[config.mk]
export PLATFORM = sky130hd
export DESIGN_NAME = moving_average_crossover_counter
export DESIGN_NICKNAME = d
export VERILOG_FILES = /design/src/design/mac_pkg.sv /design/src/design/mac_ram.sv /design/src/design/moving_average_crossover_counter.sv
export SDC_FILE = /design/constraint.sdc
export NUM_CORES = 2
export LEC_CHECK = 0
export BUFFER_PORTS_ARGS = -buffer_cell sky130_fd_sc_hd__buf_2
export CORE_MARGIN = 1
export CORE_UTILIZATION = 40
export DETAILED_ROUTE_END_ITERATION = 6
export GPL_TIMING_DRIVEN = 0
export PLACE_DENSITY = 0.64
export SLEW_MARGIN = 20
export SYNTH_ARGS = -nofsm -noshare
export SYNTH_HDL_FRONTEND = slang
export SYNTH_SLANG_ARGS = --single-unit
[constraint.sdc]
create_clock -name i_clk -period 16.3 [get_ports i_clk]
set_input_delay 0.815 -clock i_clk [delete_from_list [all_inputs] [get_ports i_clk]]
set_output_delay 0.815 -clock i_clk [all_outputs]
set_load 0.05 [all_outputs]
[src/design/mac_pkg.sv]
// Shared types and constants of the moving-average crossover counter.
package mac_pkg;

    localparam int CFG_BITS       = 7;
    localparam int CFG_INDEX_BITS = 2;
    localparam int COUNT_BITS     = 32;

    localparam logic [CFG_INDEX_BITS-1:0] REG_WINDOW_A = 2'd0;
    localparam logic [CFG_INDEX_BITS-1:0] REG_WINDOW_B = 2'd1;

    localparam logic [CFG_BITS-1:0] WINDOW_A_RESET = 7'd1;
    localparam logic [CFG_BITS-1:0] WINDOW_B_RESET = 7'd2;

    typedef enum logic [1:0] {
        REL_NONE  = 2'd0,
        REL_ABOVE = 2'd1,
        REL_BELOW = 2'd2,
        REL_EQUAL = 2'd3
    } t_relation;

endpackage

[src/design/mac_ram.sv]
// Generic RAM with one write port and two registered read ports, old data on collision.
module mac_ram #(
    parameter int WIDTH = 16,
    parameter int DEPTH = 64
) (
    input  logic                     i_clk,
    input  logic                     i_we,
    input  logic [$clog2(DEPTH)-1:0] i_waddr,
    input  logic [WIDTH-1:0]         i_wdata,
    input  logic                     i_re,
    input  logic [$clog2(DEPTH)-1:0] i_raddr_a,
    input  logic [$clog2(DEPTH)-1:0] i_raddr_b,
    output logic [WIDTH-1:0]         o_rdata_a,
    output logic [WIDTH-1:0]         o_rdata_b
);

    logic [WIDTH-1:0] r_mem [DEPTH];
    logic [WIDTH-1:0] r_rdata_a;
    logic [WIDTH-1:0] r_rdata_b;

    always_ff @(posedge i_clk) begin
        if (i_we) begin
            r_mem[i_waddr] <= i_wdata;
        end
        if (i_re) begin
            r_rdata_a <= r_mem[i_raddr_a];
            r_rdata_b <= r_mem[i_raddr_b];
        end
    end

    assign o_rdata_a = r_rdata_a;
    assign o_rdata_b = r_rdata_b;

endmodule

[src/design/moving_average_crossover_counter.sv]
// Top level of the moving-average crossover counter.
// The block takes one sample per clock cycle while o_stall is low. At the transfer the history
// RAM is read and the sample is registered in stage 1; the window sums are then updated as the
// sample moves into stage 2, where the exact cross-multiplied mean comparison and the crossing
// count are done before the output register. The sustained rate of one sample per cycle is set
// by the sum update loop and the relation and count loop, each a loop on its own registers. The shorter of
// the two window lengths is the short window; a length of zero is taken as one and a length above
// MAX_WINDOW as MAX_WINDOW. Writing either window register clears the sums, the fill count and the
// previous relation but keeps the crossing total; a sample with restart set clears all of these.
module moving_average_crossover_counter
    import mac_pkg::*;
#(
    parameter int MAX_WINDOW  = 64,
    parameter int SAMPLE_BITS = 16
) (
    input  logic                      i_clk,
    input  logic                      i_rst_n,
    input  logic                      i_valid,
    output logic                      o_stall,
    input  logic signed [SAMPLE_BITS-1:0] i_sample,
    input  logic                      i_restart,
    output logic                      o_valid,
    input  logic                      i_stall,
    output logic [1:0]                o_relation,
    output logic                      o_crossed,
    output logic [COUNT_BITS-1:0]     o_crossings_total,
    input  logic                      i_cfg_valid,
    output logic                      o_cfg_ready,
    input  logic [CFG_INDEX_BITS-1:0] i_cfg_index,
    input  logic [CFG_BITS-1:0]       i_cfg_data
);

    localparam int ADDR_W = $clog2(MAX_WINDOW);
    localparam int LEN_W  = $clog2(MAX_WINDOW + 1);
    localparam int PTR_W  = LEN_W + 1;
    localparam int SUM_W  = SAMPLE_BITS + $clog2(MAX_WINDOW);
    localparam int PROD_W = SUM_W + LEN_W + 1;

    function automatic logic [LEN_W-1:0] clamp_len(input logic [CFG_BITS-1:0] v);
        if (v == '0) begin
            clamp_len = LEN_W'(1);
        end else if (int'(v) > MAX_WINDOW) begin
            clamp_len = LEN_W'(MAX_WINDOW);
        end else begin
            clamp_len = LEN_W'(v);
        end
    endfunction

    function automatic logic [ADDR_W-1:0] ago_addr(input logic [ADDR_W-1:0] pos,
                                                   input logic [LEN_W-1:0] len);
        logic [PTR_W-1:0] p;
        logic [PTR_W-1:0] d;
        p = PTR_W'(pos);
        if (p >= PTR_W'(len)) begin
            d = p - PTR_W'(len);
        end else begin
            d = p + PTR_W'(MAX_WINDOW) - PTR_W'(len);
        end
        ago_addr = d[ADDR_W-1:0];
    endfunction

    logic [CFG_BITS-1:0] r_window_a;
    logic [CFG_BITS-1:0] r_window_b;
    logic                cfg_write;
    logic                clear_seq;

    logic [LEN_W-1:0] len_a;
    logic [LEN_W-1:0] len_b;
    logic [LEN_W-1:0] s_len;
    logic [LEN_W-1:0] l_len;

    logic adv_o;
    logic adv2;
    logic adv1;
    logic accept;
    logic move1;
    logic move2;

    logic [ADDR_W-1:0] r_wr_pos;
    logic [ADDR_W-1:0] n_wr_pos;

    logic [SAMPLE_BITS-1:0] rd_short;
    logic [SAMPLE_BITS-1:0] rd_long;

    logic                          r_s1_valid;
    logic signed [SAMPLE_BITS-1:0] r_s1_sample;
    logic                          r_s1_restart;

    logic signed [SUM_W-1:0] r_short_sum;
    logic signed [SUM_W-1:0] r_long_sum;
    logic [LEN_W-1:0]        r_seen;

    logic signed [SUM_W-1:0] base_short;
    logic signed [SUM_W-1:0] base_long;
    logic [LEN_W-1:0]        base_seen;
    logic signed [SUM_W:0]   drop_short;
    logic signed [SUM_W:0]   drop_long;
    logic signed [SUM_W:0]   ext_short;
    logic signed [SUM_W:0]   ext_long;
    logic signed [SUM_W-1:0] n_short_sum;
    logic signed [SUM_W-1:0] n_long_sum;
    logic [LEN_W-1:0]        n_seen;

    logic                    r_s2_valid;
    logic signed [SUM_W-1:0] r_s2_short;
    logic signed [SUM_W-1:0] r_s2_long;
    logic                    r_s2_full;
    logic                    r_s2_restart;

    logic signed [LEN_W:0]  s_len_s;
    logic signed [LEN_W:0]  l_len_s;
    logic signed [PROD_W-1:0] lhs;
    logic signed [PROD_W-1:0] rhs;
    t_relation cmp_rel;
    t_relation n_rel;
    t_relation prev_rel;
    t_relation r_prev_rel;
    logic                  n_crossed;
    logic [COUNT_BITS-1:0] base_count;
    logic [COUNT_BITS-1:0] n_count;
    logic [COUNT_BITS-1:0] r_count;

    logic                  r_o_valid;
    t_relation             r_o_relation;
    logic                  r_o_crossed;
    logic [COUNT_BITS-1:0] r_o_total;

    // Configuration
    assign o_cfg_ready = 1'b1;
    assign cfg_write   = i_cfg_valid;
    assign clear_seq   = cfg_write && (i_cfg_index == REG_WINDOW_A || i_cfg_index == REG_WINDOW_B);

    always_ff @(posedge i_clk) begin
        if (!i_rst_n) begin
            r_window_a <= WINDOW_A_RESET;
            r_window_b <= WINDOW_B_RESET;
        end else if (cfg_write) begin
            unique case (i_cfg_index)
                REG_WINDOW_A: r_window_a <= i_cfg_data;
                REG_WINDOW_B: r_window_b <= i_cfg_data;
                default: ;
            endcase
        end
    end

    assign len_a = clamp_len(r_window_a);
    assign len_b = clamp_len(r_window_b);
    assign s_len = (len_a < len_b) ? len_a : len_b;
    assign l_len = (len_a < len_b) ? len_b : len_a;

    // Pipeline flow control
    assign adv_o   = !r_o_valid || !i_stall;
    assign adv2    = !r_s2_valid || adv_o;
    assign adv1    = !r_s1_valid || adv2;
    assign accept  = i_valid && adv1;
    assign move1   = r_s1_valid && adv2;
    assign move2   = r_s2_valid && adv_o;
    assign o_stall = !adv1;

    // History line
    assign n_wr_pos = (r_wr_pos == ADDR_W'(MAX_WINDOW - 1)) ? '0 : r_wr_pos + ADDR_W'(1);

    always_ff @(posedge i_clk) begin
        if (!i_rst_n) begin
            r_wr_pos <= '0;
        end else if (accept) begin
            r_wr_pos <= n_wr_pos;
        end
    end

    mac_ram #(
        .WIDTH (SAMPLE_BITS),
        .DEPTH (MAX_WINDOW)
    ) u_history (
        .i_clk     (i_clk),
        .i_we      (accept),
        .i_waddr   (r_wr_pos),
        .i_wdata   (i_sample),
        .i_re      (accept),
        .i_raddr_a (ago_addr(r_wr_pos, s_len)),
        .i_raddr_b (ago_addr(r_wr_pos, l_len)),
        .o_rdata_a (rd_short),
        .o_rdata_b (rd_long)
    );

    // Stage 1: window sums
    always_ff @(posedge i_clk) begin
        if (!i_rst_n) begin
            r_s1_valid <= 1'b0;
        end else if (adv1) begin
            r_s1_valid <= accept;
        end
    end

    always_ff @(posedge i_clk) begin
        if (accept) begin
            r_s1_sample  <= i_sample;
            r_s1_restart <= i_restart;
        end
    end

    always_comb begin
        base_short = r_s1_restart ? '0 : r_short_sum;
        base_long  = r_s1_restart ? '0 : r_long_sum;
        base_seen  = r_s1_restart ? '0 : r_seen;
        drop_short = (base_seen >= s_len) ? (SUM_W+1)'($signed(rd_short)) : '0;
        drop_long  = (base_seen >= l_len) ? (SUM_W+1)'($signed(rd_long)) : '0;
        ext_short  = (SUM_W+1)'(base_short) + (SUM_W+1)'(r_s1_sample) - drop_short;
        ext_long   = (SUM_W+1)'(base_long) + (SUM_W+1)'(r_s1_sample) - drop_long;
        n_short_sum = ext_short[SUM_W-1:0];
        n_long_sum  = ext_long[SUM_W-1:0];
        n_seen      = (base_seen < l_len) ? base_seen + LEN_W'(1) : base_seen;
    end

    always_ff @(posedge i_clk) begin
        if (!i_rst_n) begin
            r_short_sum <= '0;
            r_long_sum  <= '0;
            r_seen      <= '0;
        end else if (clear_seq) begin
            r_short_sum <= '0;
            r_long_sum  <= '0;
            r_seen      <= '0;
        end else if (move1) begin
            r_short_sum <= n_short_sum;
            r_long_sum  <= n_long_sum;
            r_seen      <= n_seen;
        end
    end

    // Stage 2: mean comparison and crossing count
    always_ff @(posedge i_clk) begin
        if (!i_rst_n) begin
            r_s2_valid <= 1'b0;
        end else if (adv2) begin
            r_s2_valid <= r_s1_valid;
        end
    end

    always_ff @(posedge i_clk) begin
        if (move1) begin
            r_s2_short   <= n_short_sum;
            r_s2_long    <= n_long_sum;
            r_s2_full    <= (n_seen >= l_len);
            r_s2_restart <= r_s1_restart;
        end
    end

    assign s_len_s = $signed({1'b0, s_len});
    assign l_len_s = $signed({1'b0, l_len});

    always_comb begin
        lhs = r_s2_short * l_len_s;
        rhs = r_s2_long * s_len_s;
        if (lhs > rhs) begin
            cmp_rel = REL_ABOVE;
        end else if (lhs < rhs) begin
            cmp_rel = REL_BELOW;
        end else begin
            cmp_rel = REL_EQUAL;
        end
        n_rel      = r_s2_full ? cmp_rel : REL_NONE;
        prev_rel   = r_s2_restart ? REL_NONE : r_prev_rel;
        base_count = r_s2_restart ? '0 : r_count;
        n_crossed  = (prev_rel == REL_ABOVE && n_rel == REL_BELOW) ||
                     (prev_rel == REL_BELOW && n_rel == REL_ABOVE);
        n_count    = (n_crossed && base_count != '1) ? base_count + COUNT_BITS'(1) : base_count;
    end

    always_ff @(posedge i_clk) begin
        if (!i_rst_n) begin
            r_prev_rel <= REL_NONE;
            r_count    <= '0;
        end else begin
            if (clear_seq) begin
                r_prev_rel <= REL_NONE;
            end else if (move2) begin
                r_prev_rel <= n_rel;
            end
            if (move2) begin
                r_count <= n_count;
            end
        end
    end

    // Output register
    always_ff @(posedge i_clk) begin
        if (!i_rst_n) begin
            r_o_valid <= 1'b0;
        end else if (adv_o) begin
            r_o_valid <= r_s2_valid;
        end
    end

    always_ff @(posedge i_clk) begin
        if (move2) begin
            r_o_relation <= n_rel;
            r_o_crossed  <= n_crossed;
            r_o_total    <= n_count;
        end
    end

    assign o_valid           = r_o_valid;
    assign o_relation        = r_o_relation;
    assign o_crossed         = r_o_crossed;
    assign o_crossings_total = r_o_total;

endmodule

After elaboration in Yosys (flattened, before gate mapping)
Memory sizes are Yosys's and may differ from the RTL's. A register that Yosys moved wholly into a read port is not among the register bits. Cells that the tools add are included.

Bits of input ports: 31. Register bits: 206. Memory bits (writable): 1024. Memories kept: 1. Output and inout bits: 38. Logic and storage cells: 100.

Multiply operators: 2. Equality and inequality tests: 7. Bitwise operators: 1. Reduce and logical (&&, ||, !) cells: 23. Mux-type cells: 23. Magnitude comparators: 11. Add/subtract/negate cells: 12.

Memories: u_history.r_mem (words 64, bits a word 16, rd ports 2, clocked after Yosys merged registers in 2, wr ports 1, line mac_ram.sv:17) `logic [WIDTH-1:0] r_mem [DEPTH];`.

Operators by type and width (count): 22-bit 2-to-1 mux (4); 32-bit 2-to-1 mux (2); 22-bit by 8-bit multiplier with 30-bit output (2); 7-bit 2-to-1 mux (8); 22-bit by 16-bit adder with 22-bit output (2); 22-bit subtractor (2); 32-bit by 1-bit adder with 32-bit output, second input constant (1); 32-bit != test, second input constant (1); 30-bit greater-than comparator (1); 30-bit less-than comparator (1); 6-bit subtractor (4); 7-bit >= comparator (3); 6-bit 2-to-1 mux (3); 6-bit by 7-bit >= comparator with 1-bit output (2); 7-bit greater-than comparator, second input constant (2); 7-bit zero test (2); 7-bit less-than comparator (2); 6-bit by 1-bit adder with 6-bit output, second input constant (2); 7-bit by 1-bit adder with 7-bit output, second input constant (1); 1-bit logical AND (7); 2-bit by 1-bit == test with 1-bit output, second input constant (3); 6-bit == test, second input constant (1); 2-bit 2-to-1 mux (3); 1-bit zero test (5); other kinds (7) (15).

Logic depth before layout (Yosys ltp)
Depth in word-level cells: 15. Mapped depth: 41. Gate-level depth less buffers: 38.

By module
From an unflattened synthesis, not the netlist that was laid out.

Cells, all modules: 5447. Area, all modules: 74819.3 µm².

Modules (own cells, without submodules): mac_ram (instances 1, cells each 2582, seq. area each 31710.4 µm², area an instance 49157.1 µm²); moving_average_crossover_counter (instances 1, cells each 2865, seq. area each 5104.9 µm², area an instance 25662.1 µm²).

Worst setup path before layout
OpenSTA, ideal clock, no wires.

Path kind: reg2reg. From: register r_window_a[6]. To: register r_o_total[5], in the netlist o_crossings_total[5], data pin. Period minus slack after synthesis: 9.265 ns. Buffers on the path: 4. Data required time: 16.037 ns. Setup time: 0.263 ns. Cell stages (with the launch flop): 38. Setup slack: 7.035 ns. Arrival: 9.002 ns. Cells stage by stage: dfxtp_1 > clkbuf_1 > nand2b_1 > inv_1 > ha_1 > a211o_1 > o21a_1 > a21oi_2 > buf_4 > mux2i_1 > clkbuf_1 > and2_1 > fa_1 > fa_1 > fa_1 > inv_1 > fa_1 > inv_1 > [... 2 more ...] > a211oi_1 > o22ai_1 > a21oi_1 > o41ai_1 > a211oi_1 > o21bai_1 > a21oi_1 > xnor2_1 > ha_1 > nand4_1 > nor2_1 > a211oi_1 > a21oi_1 > a311oi_4 > mux2i_2 > clkbuf_1 > nand2_1 > xnor2_1.

Word-level cells in the longest chain between the ends: 15. Elaborated cells on any way between the ends: 21. Those cells by class: mul (2); order compare (4); eq/ne (2); mux (8); reduce/logical (5).

RTL lines: start: declaration (line moving_average_crossover_counter.sv:62) `logic [CFG_BITS-1:0] r_window_a;`; start signal: assignment (line moving_average_crossover_counter.sv:139) `REG_WINDOW_A: r_window_a <= i_cfg_data;`; 7-bit greater-than comparator (line moving_average_crossover_counter.sv:42) `end else if (int'(v) > MAX_WINDOW) begin`; 7-bit 2-to-1 mux (line moving_average_crossover_counter.sv:42); 7-bit 2-to-1 mux * (line moving_average_crossover_counter.sv:40) `if (v == '0) begin`; 7-bit less-than comparator (line moving_average_crossover_counter.sv:148, moving_average_crossover_counter.sv:149); 7-bit 2-to-1 mux (on tied branches) (line moving_average_crossover_counter.sv:149, moving_average_crossover_counter.sv:148); 22-bit by 8-bit multiplier with 30-bit output (on tied branches) (line moving_average_crossover_counter.sv:253, moving_average_crossover_counter.sv:254); 30-bit less-than comparator (line moving_average_crossover_counter.sv:257) `end else if (lhs < rhs) begin`; 1-bit 2-to-1 mux (line moving_average_crossover_counter.sv:257); 2-bit 2-to-1 mux * (line moving_average_crossover_counter.sv:255) `if (lhs > rhs) begin`; 2-bit 2-to-1 mux * (line moving_average_crossover_counter.sv:262) `n_rel = r_s2_full ? cmp_rel : REL_NONE;`; 2-bit == test / 2-bit by 1-bit == test with 1-bit output (equally long branches) (line moving_average_crossover_counter.sv:265, moving_average_crossover_counter.sv:266); 1-bit logical AND (on tied branches) (line moving_average_crossover_counter.sv:265, moving_average_crossover_counter.sv:266); 1-bit logical OR * (line moving_average_crossover_counter.sv:265) `n_crossed = (prev_rel == REL_ABOVE && n_rel == REL_BELOW) ||`; 1-bit logical AND * (line moving_average_crossover_counter.sv:267) `n_count = (n_crossed && base_count != '1) ? base_count + COUNT_BITS'(1) : base_count;`; 32-bit 2-to-1 mux * (line moving_average_crossover_counter.sv:267); net n_count[5] (line moving_average_crossover_counter.sv:120) `logic [COUNT_BITS-1:0] n_count;`; end signal: assignment (line moving_average_crossover_counter.sv:299) `r_o_total <= n_count;`; end: declaration (line moving_average_crossover_counter.sv:126) `logic [COUNT_BITS-1:0] r_o_total;`.

Mark *: on every way through the listed nets, which the timed path passes. The rest lies on a longest branch. A chain may end at the register's enable or synchronous reset.

Final worst setup path
From: register r_window_a[6]. To: register r_o_total[21], in the netlist o_crossings_total[21], data pin.

Same word-level chain as after synthesis.

==> impl_metrics.py <==
metrics = {
    "status": {
        "run_status": "finished with violations",
        "violations": "design-rule violations",
    },
    "routing": {
        "drtIter0Drc": 5126,
        "vias": 44880,
        "drc": 1,
        "drtPass1Iterations": 7,
        "post_drt_wl_per_cell_um": 27.22,
        "ant_nets": 0,
        "finalWirelength_mm": 206.7,
        "via_per_inst": 5.912,
    },
    "synthesis": {
        "yosysTopAreaCell": "edfxtp_1",
        "yosysWarningCount": 0,
        "synth-async-reset-ratio": 0,
        "ys_top_cells_by_area": "edfxtp_1 (47%), mux4_2 (20%), fa_1 (7.5%)",
        "synth_flop_cell": "edfxtp_1",
        "synth_area_per_cell_um2": 15.08,
        "syn_nets": 5403,
        "synth_top_area_frac": 0.4730,
        "synth_seq_area_share": 0.5025,
        "synth_cells": 4858,
        "synth_cell_types": 82,
        "synth_edf_count": 1154,
        "synth.ff_latch_count": 1262,
        "synth.cell_area_mm2": 0.07327,
    },
    "cts": {
        "post_cts_buffers": 0,
        "cts_inserted_buffers": 137,
        "clock_sinks": 1262,
        "hold_buffers": 0,
        "cts_tree": "built",
        "clk_latency_ns": 0.79,
        "cts_resized": 0,
        "cts_buffer_depth": 3,
        "path_clk_slew_ns": 0.06,
        "cts-root-buf": "clkbuf_16",
        "htreeDepth": 4,
    },
    "global_route": {
        "grt_busiest_layer": "met2",
        "grt_pass1_wl_mm": 304.9,
        "grt_use_total": 0.2246,
        "grt_use_met2": 0.3628,
        "grt_max_degree": 66,
        "antenna_found_initial": 2,
        "overflow": 0,
        "gr-usage-met3": 0.04325,
        "grtUsageMet1": 0.3018,
        "grt_pass1_vias": 45730,
    },
    "power_and_ir_drop": {
        "cellPowerDensity_mw_per_mm2": 165.7,
        "p_leak_nw": 29.19,
        "peakVddDrop_mv": 0.2147,
    },
    "die": {
        "row_count": 156,
        "die_x_um": 430.0,
        "die_h_um": 430.0,
        "core_mm2": 0.1813,
        "io_pins": 69,
        "start_util": 0.4041,
        "die_area_mm2": 0.1849,
    },
    "setup_path": {
        "crit_fanout": 10,
        "worst-r2r-cell-count": 37,
        "ff2ff_setup_slack_ns": 4.45,
        "cp_slowest_stage_delay_ns": 0.72,
        "crit_type": "reg -> reg",
        "crit_path_start_kind": "register",
        "rr_startpoint": "r_window_a[6]",
        "cp.required_ns": 16.79,
        "cpMaxStageDelayCell": "mux2i_1",
        "cp-end-kind": "register",
        "crit_path_end": "o_crossings_total[21]",
        "cp.arrival_ns": 12.34,
        "startpoint": "r_window_a[6]",
        "r2r_end": "o_crossings_total[21]",
    },
    "sta": {
        "slew_viol_final": 0,
        "hold_viol": 0,
        "setup_viol_count_final": 0,
        "clock_skew_ns": 0.04385,
        "final.setup.tns_ns": 0,
        "period_minus_slack_ns": 11.85,
        "fmax_mhz": 84.40,
        "rsz0062_at_grt": "no",
        "tightestPinTransition_ns": 1.238,
        "slew_headroom": 0.1725,
        "worst_slack_ns": 4.451,
        "min_period_over_period": 0.7269,
    },
    "hold_path": {
        "hp-class": "in -> reg",
    },
    "placement": {
        "numPortBuffers": 67,
        "place_congestion": 0.8971,
        "dp_slack_ns": 4.484,
        "place_hpwl_mm": 148.3,
    },
    "cells_and_area": {
        "drive_gt1_frac": 0.2103,
        "final_common_cell": "edfxtp_1",
        "layout_common_cells": "edfxtp_1 (1154), mux4_2 (640), inv_1 (429), fa_1 (276), ha_1 (238)",
        "syn_to_final_growth_pct": 12.09,
        "fin_nets": 5659,
    },
    "job": {
        "max_cap_viol_count": 0,
    },
}
through the flow:
step,instances,power (mW),area (µm²),util,hold slack (ns)
detailed placement,7344,10.53,77670,0.4283,0.4505
floorplan,4858,8.461,73270,-,0.4368
CTS,7590,13.63,82090,0.4527,0.1887
finish,7592,13.61,82130,0.4529,0.2361
global placement,7295,10.42,76570,0.4223,0.4432
global route,7591,14.33,82120,0.4529,0.2049
Yosys cell counts, drive strengths merged (6+ instances only):
master,number
a211oi,16
a21boi,32
a21o,37
a21oi,131
a31oi,13
a41oi,8
and2,199
and3,26
buf,75
clkbuf,176
dfxtp,108
edfxtp,1154
fa,276
ha,238
inv,430
mux2i,118
mux4,640
nand2,206
nand2b,82
nand3,69
nand3b,6
nand4,35
nor2,176
nor2b,177
nor3,26
nor4,11
o211ai,12
o21a,20
o21ai,101
o21bai,16
or2,8
or3,14
or4,7
xnor2,98
xor2,40
worst min-delay path by stage:
| stage | from | endpoint | slack, ns | cells past startpoint |
|---|---|---|---|---|
| final | i_restart | r_s1_restart | 0.24 | 1 |
| after global routing | i_restart | r_s1_restart | 0.20 | 1 |
| after CTS | i_restart | r_s1_restart | 0.19 | 1 |
| after detailed placement | r_short_sum[13] | r_short_sum[13] | 0.45 | 2 |
| after global placement | r_short_sum[17] | r_short_sum[17] | 0.44 | 2 |
| after floorplan | r_long_sum[0] | r_long_sum[0] | 0.44 | 2 |
registers in the layout, summed over array words and instances (netlist names), 2 cells and up:
signal and flops:
o_crossings_total 32, o_relation 2, r_count 32, r_long_sum 22
r_prev_rel 2, r_s1_sample 16, r_s2_long 22, r_s2_short 22
r_seen 7, r_short_sum 22, r_window_a 7, r_window_b 7
r_wr_pos 6, u_history.o_rdata_a 16, u_history.o_rdata_b 16, u_history.r_mem 1024
power breakdown:
part | internal, mW | total (mW) | switching [mW]
clock | 1.73 | 3.09 | 1.37
combinational | 2.76 | 6.57 | 3.81
sequential | 3.77 | 3.94 | 0.169
total | 8.26 | 13.6 | 5.35
per-layer routing:
metal | vias up | routed length [µm]
li1 | 18960 | -
met1 | 23430 | 82550
met2 | 2122 | 98700
met3 | 373 | 17590
met4 | 2 | 7822
met5 | - | 9
final cells by class:
type / count / area (µm²)
Timing Repair Buffer: 117 / 1082
Clock inverter: 85 / 872.1
Sequential cell: 1262 / 36820
Tap cell: 2370 / 2965
Antenna cell: 1 / 2.502
Fill cell: 15770 / 99200
Clock buffer: 161 / 3550
Multi-Input combinational cell: 2914 / 34200
Inverter: 431 / 1618
Buffer: 251 / 1020
worst max-delay path, delay by kind of cell (launching register included):
kind | cells | cell delay (ns)
compound gates | 12 | 3.71
flops | 1 | 0.33
fa+ha+maj | 7 | 2.97
mux | 2 | 1.39
buf+inv | 8 | 1.73
simple gates | 7 | 1.21
xor+xnor | 1 | 0.20
logic make-up (layout without fill, tap and decap cells):
kind of cell / count (synthesis) / count (layout) / synth area share
flip-flops: 1262 / 1262 / 0.5025
AND/OR/NAND/NOR: 1060 / 1060 / 0.07707
multiplexers: 763 / 763 / 0.2137
buffers and inverters: 682 / 1045 / 0.03557
adder cells (fa/ha/maj): 514 / 514 / 0.1161
AO/OA/AOI/OAI: 438 / 438 / 0.03817
XOR/XNOR: 138 / 138 / 0.01691
other: 1 / 2 / 0.00005118
No activity file was read; power rests on OpenSTA's default activity.
